## config.mk

```make
export PLATFORM = sky130hd
export DESIGN_NAME = rqr_front
export DESIGN_NICKNAME = d
export VERILOG_FILES = /design/src/hdl/rqr_pkg.sv /design/src/hdl/rqr_front.sv
export SDC_FILE = /design/constraint.sdc
export NUM_CORES = 1
export LEC_CHECK = 0
export BUFFER_PORTS_ARGS = -buffer_cell sky130_fd_sc_hd__buf_2
export CAP_MARGIN = 20
export CORE_UTILIZATION = 45
export DETAILED_ROUTE_END_ITERATION = 16
export GPL_TIMING_DRIVEN = 1
export MAX_ROUTING_LAYER = met4
export PLACE_DENSITY_LB_ADDON = 0.2
export SLEW_MARGIN = 20
export SYNTH_ARGS = -nofsm -noshare
export SYNTH_HDL_FRONTEND = slang
export SYNTH_SLANG_ARGS = --single-unit
```

## constraint.sdc

```tcl
create_clock -name clock -period 1.55 [get_ports clock]
set_input_delay 0.0775 -clock clock [delete_from_list [all_inputs] [get_ports clock]]
set_output_delay 0.0775 -clock clock [all_outputs]
set_load 0.005 [all_outputs]
```

## src/hdl/rqr_pkg.sv

```systemverilog
`timescale 1ns / 1ps
// Shared types and codes of the request queue with retry.
package rqr_pkg;

   typedef enum logic [1:0] {
      CMD_LOAD   = 2'd0,
      CMD_ANSWER = 2'd1,
      CMD_TICK   = 2'd2,
      CMD_NONE   = 2'd3
   } cmd_type;

   typedef enum logic [2:0] {
      KIND_ACCEPTED = 3'd0,
      KIND_REFUSED  = 3'd1,
      KIND_SEND     = 3'd2,
      KIND_ANSWERED = 3'd3,
      KIND_RETRY    = 3'd4,
      KIND_GIVEN_UP = 3'd5
   } kind_type;

   localparam int CSR_INDEX_WIDTH = 2;
   localparam logic [CSR_INDEX_WIDTH-1:0] CSR_RETRY_COUNT    = 2'd0;
   localparam logic [CSR_INDEX_WIDTH-1:0] CSR_ANSWER_TIMEOUT = 2'd1;

   localparam logic [7:0]  RETRY_COUNT_RESET    = 8'd3;
   localparam logic [15:0] ANSWER_TIMEOUT_RESET = 16'd100;

   typedef struct packed {
      cmd_type    cmd;
      logic [7:0] data_byte;
      logic       last_byte;
      logic       transit;
      logic [3:0] offset;
   } item_type;

   typedef struct packed {
      kind_type   kind;
      logic [7:0] out_byte;
      logic       last;
      logic       entry_transit;
      logic [3:0] queue_count;
   } rsp_type;

   typedef struct packed {
      logic [6:0]  length;
      logic [7:0]  retries;
      logic [15:0] timeout;
      logic        transit;
   } meta_type;

   typedef struct packed {
      logic [7:0]  retry_count;
      logic [15:0] answer_timeout;
   } cfg_type;

endpackage

```

## src/hdl/rqr_front.sv

```systemverilog
`timescale 1ns / 1ps
// Front end: takes request words, drops unused commands, buffers two items.
module rqr_front import rqr_pkg::*; (
   input  logic       clock,
   input  logic       reset,
   input  logic       req_valid,
   output logic       req_ready,
   input  item_type   req_item,
   output logic       item_valid,
   output item_type   item,
   input  logic       item_pop
);

   item_type   slot_ff [2];
   logic       wr_ptr_ff, wr_ptr_in;
   logic       rd_ptr_ff, rd_ptr_in;
   logic [1:0] count_ff, count_in;
   logic       push;

   assign req_ready  = (count_ff != 2'd2);
   assign push       = req_valid && req_ready && (req_item.cmd != CMD_NONE);
   assign item_valid = (count_ff != 2'd0);
   assign item       = slot_ff[rd_ptr_ff];

   always_comb begin
      wr_ptr_in = push ? !wr_ptr_ff : wr_ptr_ff;
      rd_ptr_in = item_pop ? !rd_ptr_ff : rd_ptr_ff;
      count_in  = count_ff + {1'b0, push} - {1'b0, item_pop};
   end

   always_ff @(posedge clock) begin
      if (reset) begin
         wr_ptr_ff <= 1'b0;
         rd_ptr_ff <= 1'b0;
         count_ff  <= 2'd0;
      end else begin
         wr_ptr_ff <= wr_ptr_in;
         rd_ptr_ff <= rd_ptr_in;
         count_ff  <= count_in;
      end
      if (push) begin
         slot_ff[wr_ptr_ff] <= req_item;
      end
   end

endmodule

```

-- Word level (Yosys, flattened, before mapping)
Memories as Yosys holds them, arrays and structs flattened. A register that Yosys moved wholly into a read port is not among the register bits.
Index checks and enable logic that the tools add are counted.
- bits in registers: 4
- bits in latches: 0
- memory bits (writable): 32
- memory bits (read-only): 0
- bits of input ports: 20
- output and inout bits: 18
- word-level logic and storage cells: 17
- memories kept: 1
- add/sub/neg operators: 2
- multiply operators: 0
- div/mod/pow operators: 0
- $lt $le $gt $ge: 0
- eq/ne operators: 2
- shift operators: 0
- mux-type cells: 4
- bitwise logic cells: 0
- reductions and logical operators: 5
- memory list (memory ; depth ; bits a word ; rd ports ; clocked after memory_dff ; write ports ; RTL line ; RTL):
    slot_ff ; 2 ; 16 ; 1 ; 1 ; 1 ; rqr_front.sv:14 ; item_type slot_ff [2];
- operator list (cell ; number):
    1-bit two-way mux ; 4
    2-bit != test (second input constant) ; 2
    2-bit by 1-bit adder with 2-bit output ; 1
    1-bit logical AND ; 2
    1-bit zero test ; 2
    2-bit nonzero test ; 1
    2-bit by 1-bit subtractor with 2-bit output ; 1

-- Longest topological paths before layout
Gate-level depths: netlist of run 1.
- depth in word-level cells: 5
- depth in mapped cells: 8
- depth with buffers taken out: 8

-- Least setup slack after synthesis of run 1
No wires, ideal clock.
- path kind: reg2reg
- start point: register count_ff[1]
- end point: memory slot_ff[1][0] in the netlist's numbering, enable pin
- library setup time: 0.389 ns
- arrival: 1.280 ns
- data required time: 1.161 ns
- path slack: -0.118 ns
- stages on the path, launching flop included: 5
- path buffers: 0
- period minus slack after synthesis: 1.668 ns
- cell sequence: dfxtp_1 > nor2b_4 > inv_2 > nand2b_1 > nor2_1
- cells in the longest elaborated chain, start to end: 5
- ends and longest elaborated chain (element ; RTL line ; RTL):
    start: declaration ; rqr_front.sv:17 ; logic [1:0] count_ff, count_in;
    start signal: assignment ; rqr_front.sv:39 ; count_ff <= count_in;
    2-bit != test ; rqr_front.sv:20 ; assign req_ready = (count_ff != 2'd2);
    named net req_ready ; rqr_front.sv:7 ; output logic req_ready,
    1-bit logical AND (2 in series) ; rqr_front.sv:21 ; assign push = req_valid && req_ready && (req_item.cmd != CMD_NONE);
    1-bit two-way mux ; rqr_front.sv:41 ; if (push) begin
    1-bit two-way mux (implied by the code) ; rqr_front.sv:42 ; slot_ff[wr_ptr_ff] <= req_item;
    end: declaration ; rqr_front.sv:14 ;
The timed path passes the listed nets, and every way through them passes these cells.

-- Worst setup path in the final report of run 1
- start point: register count_ff[1]
- end point: memory slot_ff[0][12] in the netlist's numbering, enable pin
- cells in the longest elaborated chain, start to end: 5
- ends and longest elaborated chain (element ; RTL line):
    2-bit != test ; rqr_front.sv:20
    1-bit logical AND (2 in series) ; rqr_front.sv:21
    1-bit two-way mux ; rqr_front.sv:41
    1-bit two-way mux (implied by the code) ; rqr_front.sv:42
Every way passes these cells.

==> run metrics, run 1 <==
largest cells by area after synthesis edfxtp_1, mux2_1, dfxtp_1; Power per Cell Area 1220 nW/µm²; crit end category flop; critical path cell sequence nor2b_4 -> buf_4 -> or3_4 -> inv_1 -> buf_12; first-pass iteration count of the detailed router 9; number of buffers inserted by port buffering 37; Fillers 201; antenna violations before repair 0; number of synthesized flops with an enable pin 32; final non-filler cell total 188; part of the total power dissipated in combinational logic 0.176; delay of the slowest cell on the worst path 0.36 ns; wire length per cell after detailed routing 13.3 µm; Setup Crit Path Kind flop to flop; Total Neg Setup Slack 0 ns; worst hold margin 0.0677 ns; Peak Freq 0.661 GHz; Non-Filler Cell Area, Final 2010 µm²; mapped cell area 1410 µm²; number of storage elements in the synthesis netlist 37; sequential share of power 0.495; share of the clock period used by the worst path 0.977; pin count of the biggest net entering global routing 14; failing checks DRC; clock group share of total power 0.329; maximum buffer depth of the clock tree 2; CTS tree yes; number of diodes added for antenna fixing 0; Synth top area share 0.680; overall power 2.45 mW; worst setup path startpoint count_ff[1]; register area share after synthesis 0.750; pre-CTS worst setup slack -0.0713 ns; syn nets 99; most frequently used flop master after synthesis edfxtp_1; syn avg cell area 18.1 µm²; ys async rst share 0; Final setup violation count 0; synthesis-to-layout area growth 41.9%; R2R setup slack 0.04 ns; transition time at the pin with the least slew margin 0.233 ns; Switch Pwr 0.526 mW; placed wire-length estimate 1590 µm; Placed Instance Area 1700 µm²; Worst-path clk slew 0.11 ns; routability congestion estimate 0.637; largest voltage drop on the vdd net 781 µV; final number of max-transition violations 0; DRT antenna net count 0; CP Data Arrival Time 1.57 ns; wire length of the first global-routing pass 3870 µm; area of the core region 2880 µm²; count of nets after finishing 166; total congestion overflow after global routing 0; LEAKAGE 0.804 nW; shortest period the worst path allows 1.51 ns; highest-delay cell along the critical path or3_4; setup repair after global routing missed its margin true; effective utilization at floorplan 0.492; nature of the critical path startpoint flop; total routing resource utilization after global routing 0.167; Max transition margin 0.843; fraction of layout cells with a size suffix above 1 0.432; leading cell type by number of instances after synthesis edfxtp_1; Reg-to-Reg Start count_ff[1]; Cells after DPL 161; floorplan die area 3370 µm²; cell-internal power 1.92 mW; maximum net fanout on the critical path 13; Sink Count 37; clk_lat worst skew 0.34 ns; classification of the worst-slack hold path input port to flop; average vias per placed instance 4.72; cell at the root of the clock tree clkbuf_4; number of top-level design ports 38; number of violations of the max-capacitance limit 0; r2r endpoint slot_ff[0][12]; Net Sw Frac 0.215; YS warnings 0; worst reg2reg path depth 5; DRC errors left 2; critical path capture point slot_ff[0][12]; total CTS buffers 5; synthesized instance count 78; Setup WS post-layout 0.0360 ns; H-Tree Level Count 2; final worst clock skew 0.00787 ns; number of global-route vias before repair 927; Site Rows 19; Synth top cells by count edfxtp_1, mux2_1, dfxtp_1, nor2_1; routed vias 887; die span in x 58.1 µm; Hold Violations, Final 0; cell taking the most area after synthesis edfxtp_1; synth unique cells 20; Layout Utilization 0.698; starting DRC count in detailed routing 11; run status complete, but fails checks; Vert. Die Dim 58.1 µm; DRT Wirelength 2500 µm; data required time of the worst path 1.61 ns
flip-flops by register name (all words and copies together) (netlist names), named ones only:
name and count:
wr_ptr_ff 1, rd_ptr_ff 1, slot_ff 32, count_ff 2
critical path, delay by kind of cell (launching register included):
kind          cells  cell delay [ns]
simple gates      2             0.48
buf+inv           3             0.41
flops             1             0.34
final cells by class:
cell class	count	area [µm²]	share of cell area
Sequential cell	37	1060	0.530
Tap cell	42	52.6	0.0262
Clock buffer	5	37.5	0.0187
Timing Repair Buffer	62	428	0.213
Multi-Input combinational cell	35	345	0.172
Clock inverter	3	65.1	0.0324
Inverter	4	15.0	0.00748
cell usage in the layout (no fill, tap or decap):
cell,n
nor2_1,3
nand2b_4,1
inv_2,1
edfxtp_1,32
buf_2,37
xnor2_2,1
a21bo_1,2
dlygate4sd3_1,17
nor2b_4,1
nor2_2,1
mux2_1,16
nor2b_1,1
xnor2_1,2
bufinv_16,2
dfxtp_1,3
o2111ai_1,1
a21oi_2,1
ha_2,1
buf_4,7
or2_1,1
o21ai_1,1
o21ai_0,1
clkinv_2,1
or3_4,1
buf_12,1
inv_1,3
clkbuf_4,5
dfxtp_2,2
logic make-up after synthesis:
kind of cell             after synthesis  share of synthesized area
multiplexers                          16                      0.127
adder cells (fa/ha/maj)                1                    0.00885
flip-flops                            37                      0.750
AND/OR/NAND/NOR                        9                     0.0416
AO/OA/AOI/OAI                          6                     0.0336
buffers and inverters                  6                     0.0195
XOR/XNOR                               3                     0.0186
layer usage:
metal,part of all wire,vias up,GRT usage
met1,0.40,434,0.161
li1,-,424,-
met5,0,-,-
met2,0.54,23,0.299
met4,0.017,0,0.0918
met3,0.044,6,0.0469
what timing repair did:
| item | 4_1_cts | 5_1_grt |
|---|---|---|
| cloned | 0 | 0 |
| buffers inserted | 2 | 0 |
| endpoints found under the setup margin | 1 | 1 |
| pin swaps | 0 | 1 |
| gates resized for setup | 3 | 2 |
| endpoints found under the hold margin | 36 | 0 |
| hold buffers | 17 | 0 |
power groups by stage:
stage               logic, mW  registers, mW  clock network (mW)
finish                  0.431           1.21               0.806
global route            0.474           1.22               0.866
CTS                     0.426           1.21               0.821
detailed placement      0.359           1.23                   0
global placement        0.348           1.23                   0
floorplan               0.195           1.22                   0
how the worst min path moves through the flow:
stage	to	start	cells after the start	slack [ns]
5_1_grt	count_ff[1]	item_pop	3	0.09
2_1_floorplan	wr_ptr_ff	reset	1	0.14
3_3_place_gp	slot_ff[0][1]	req_item[1]	1	0.27
4_1_cts	count_ff[1]	item_pop	3	0.05
3_5_place_dp	slot_ff[0][11]	req_item[11]	1	0.27
6_report	count_ff[1]	item_pop	3	0.07
No activity file was read; power rests on OpenSTA's default activity.
==> run 2, diff against run 1 <==
ABC_AREA = 1   (was unset)
BUFFER_PORTS_ARGS = unset   (was -buffer_cell sky130_fd_sc_hd__buf_2)
CORE_UTILIZATION = 54   (was 45)
DONT_BUFFER_PORTS = 1   (was unset)
==> run 2 against run 1 <==
  * The run now ends clean
  * Setup slack better by 0.065 ns
  * Highest routed layer unchanged
  * Critical endpoint is now count_ff[1]
  * Sequential share of layout area up 7.4 points
  * Clock power down 45%
  * Cell count down 23%
  * Hold slack worse by 0.055 ns
==> run metrics, run 2 <==
Total Neg Setup Slack 0 ns (unchanged); Net Sw Frac 0.226 (+0.0115); DRC errors left 0 (-2); Placed Instance Area 1500 µm² (-12%); maximum buffer depth of the clock tree 2 (unchanged); transition time at the pin with the least slew margin 0.211 ns (-0.0221 ns); nature of the critical path startpoint flop; final worst clock skew 0.0139 ns (+0.00606 ns); met2 track demand over resource in global routing 0.278 (-0.0211); GRT busiest layer met2; syn nets 104 (+5.1%); cell-internal power 1.49 mW (-22%); leading cell type by number of instances after synthesis edfxtp_1; Site Rows 18 (-1); total CTS buffers 5 (unchanged); maximum net fanout on the critical path 6 (-7); routability congestion estimate 0.636 (-0.24%); commonest cells after routing, fill and taps aside edfxtp_1, dlygate4sd3_1, mux2_4, nand2_1; Seq. cell area 1060 µm² (-0.12%); largest registers in the final layout slot_ff: 32 flops, count_ff: 2 flops; synthesis-to-layout area growth 21.9%; Max transition margin 0.858 (+0.0149); wire length per cell after detailed routing 14.0 µm (+5.3%); worst reg2reg path depth 11 (+6); clk_lat worst skew 0.33 ns (about the same); DRT antenna net count 0 (unchanged); area taken by multi-input logic gates 350 µm² (+1.4%); number of buffers inserted by port buffering 0 (-100%); Switch Pwr 0.437 mW (-17%); crit end category flop; Worst-path clk slew 0.10 ns (about the same); Vert. Die Dim 53.7 µm (-7.5%); pin count of the biggest net entering global routing 12 (-2); LEAKAGE 0.667 nW (-17%); synthesized instance count 83 (+6.4%); Power per Cell Area 1100 nW/µm² (-10%); met3 global-route usage 0.0763 (+0.0294); placed wire-length estimate 1430 µm (-10%); YS warnings 0 (unchanged); worst min-delay path endpoint wr_ptr_ff; pre-CTS worst setup slack 0.0429 ns (+0.114 ns); hold-critical path depth 4 (+1); Sink Count 37 (unchanged); r2r endpoint count_ff[1]; first-pass iteration count of the detailed router 3 (-6); buffers inserted during post-CTS setup optimization 0 (-2); CTS tree yes; most frequent standard cell in the layout excluding fill and tap cells edfxtp_1; clock group share of total power 0.229 (-0.100); CP Data Arrival Time 1.68 ns (+0.11 ns); shortest period the worst path allows 1.45 ns (-0.0646 ns); Non-Filler Cell Area, Final 1760 µm² (-12%); DRT Wirelength 2010 µm (-19%); total congestion overflow after global routing 0 (unchanged); ys async rst share 0 (unchanged); number of violations of the max-capacitance limit 0 (unchanged); run status finished clean; fraction of layout cells with a size suffix above 1 0.307 (-0.124); share of the clock period used by the worst path 0.935 (-0.0417); number of global-route vias before repair 702 (-24%); syn avg cell area 17.4 µm² (-4.1%); Peak Freq 0.690 GHz (+4.5%); beginning of the worst hold path req_valid; Setup Crit Path Kind flop to flop; part of the total power dissipated in combinational logic 0.152 (-0.024); number of diodes added for antenna fixing 0 (unchanged); number of synthesized flops with an enable pin 32 (unchanged); data required time of the worst path 1.78 ns (+0.17 ns); Layout Utilization 0.704 (+0.00601); Final setup violation count 0 (unchanged); GR Util met1 0.168 (+0.00683); number of storage elements in the synthesis netlist 37 (unchanged); starting DRC count in detailed routing 9 (-2); cell at the root of the clock tree clkbuf_4; area of the core region 2500 µm² (-13%); classification of the worst-slack hold path input port to flop; Setup WS post-layout 0.101 ns (+0.0646 ns); floorplan die area 2880 µm² (-14%); wire length of the first global-routing pass 3040 µm (-21%); antenna violations before repair 0 (unchanged); Synth top cells by count edfxtp_1, mux2_4, nand2_1, nor2_1; R2R setup slack 0.10 ns (+0.06 ns); synth unique cells 14 (-30%); Synth top area share 0.666 (-0.0136); largest voltage drop on the vdd net 829 µV (+6.2%); Reg-to-Reg Start count_ff[0]; most frequently used flop master after synthesis edfxtp_1; Fillers 171 (-15%); largest cells by area after synthesis edfxtp_1, mux2_4, dfxtp_1; largest reg by FF count slot_ff; max FFs per register 32 (unchanged); Hold Violations, Final 0 (unchanged); register area share after synthesis 0.735 (-0.0150); cell taking the most area after synthesis edfxtp_1; sequential share of power 0.619 (+0.124); routed vias 729 (-18%); total routing resource utilization after global routing 0.168 (+0.00112); number of top-level design ports 38 (unchanged); H-Tree Level Count 2 (unchanged); average vias per placed instance 5.06 (+7.3%); effective utilization at floorplan 0.577 (+0.0856); final number of max-transition violations 0 (unchanged); mapped cell area 1440 µm² (+2.0%); die span in x 53.7 µm (-7.5%); count of nets after finishing 134 (-19%)
-- run 2: power groups by stage --
stage                     Combinational, mW  Sequential [mW]  Clock, mW
after global placement                0.229             1.21          0
after CTS                             0.287             1.20      0.472
after global routing                  0.326             1.20      0.505
after detailed placement              0.240             1.22          0
final                                 0.293             1.19      0.442
after floorplan                       0.205             1.20          0
-- run 2: metrics by stage --
stage	cells	power, mW	hold slack [ns]
after floorplan	83	1.41	0.149
after global placement	117	1.44	0.151
after detailed placement	117	1.46	0.151
after CTS	144	1.95	0.0220
after global routing	144	2.03	0.0345
final	144	1.93	0.0123
-- run 2: metal layers --
layer | share of wire | vias to the layer above | wire, µm
li1 | - | 355 | -
met1 | 0.36 | 342 | 730
met2 | 0.55 | 26 | 1100
met3 | 0.072 | 6 | 146
met4 | 0.018 | 0 | 37
met5 | 0 | - | 0
-- run 2: what timing repair did --
item                                    CTS  global route
endpoints found under the hold margin    37             0
gates resized for setup                   1             3
endpoints found under the setup margin    7             1
pin swaps                                 0             0
hold buffers                             19             0
-- run 2: cell families after synthesis --
kind of cell	synth area share
compound gates	0.00347
xor+xnor	0.0121
fa+ha+maj	0.00867
buf+inv	0.0373
flops	0.735
mux	0.151
simple gates	0.0520
-- run 2: worst max-delay path by stage --
stage	slack, ns	from	endpoint
floorplan	0.09	count_ff[0]	slot_ff[1][0]
global placement	0.14	count_ff[0]	count_ff[1]
detailed placement	0.04	count_ff[0]	count_ff[1]
CTS	0.03	count_ff[0]	count_ff[1]
global route	-0.002	count_ff[0]	count_ff[1]
finish	0.10	count_ff[0]	count_ff[1]
-- run 2: worst max-delay path: stages (launching register included) --
cell	delay (ns)
dfxtp_1	0.35
inv_1	0.06
nand2_2	0.09
nand3_4	0.12
xnor2_2	0.16
ha_1	0.20
inv_1	0.06
nand2_1	0.05
nand2_1	0.09
nand3_1	0.08
nand2_1	0.06
nor2_1	0.04
-- run 2: layout make-up --
cell class                 instances  share of cell area
inverter                           6              0.0128
clock inverter                     2             0.00569
sequential                        37               0.604
clock buffer                       6              0.0235
multi-input combinational         38               0.199
timing repair buffer              25               0.134
tap                               30              0.0213
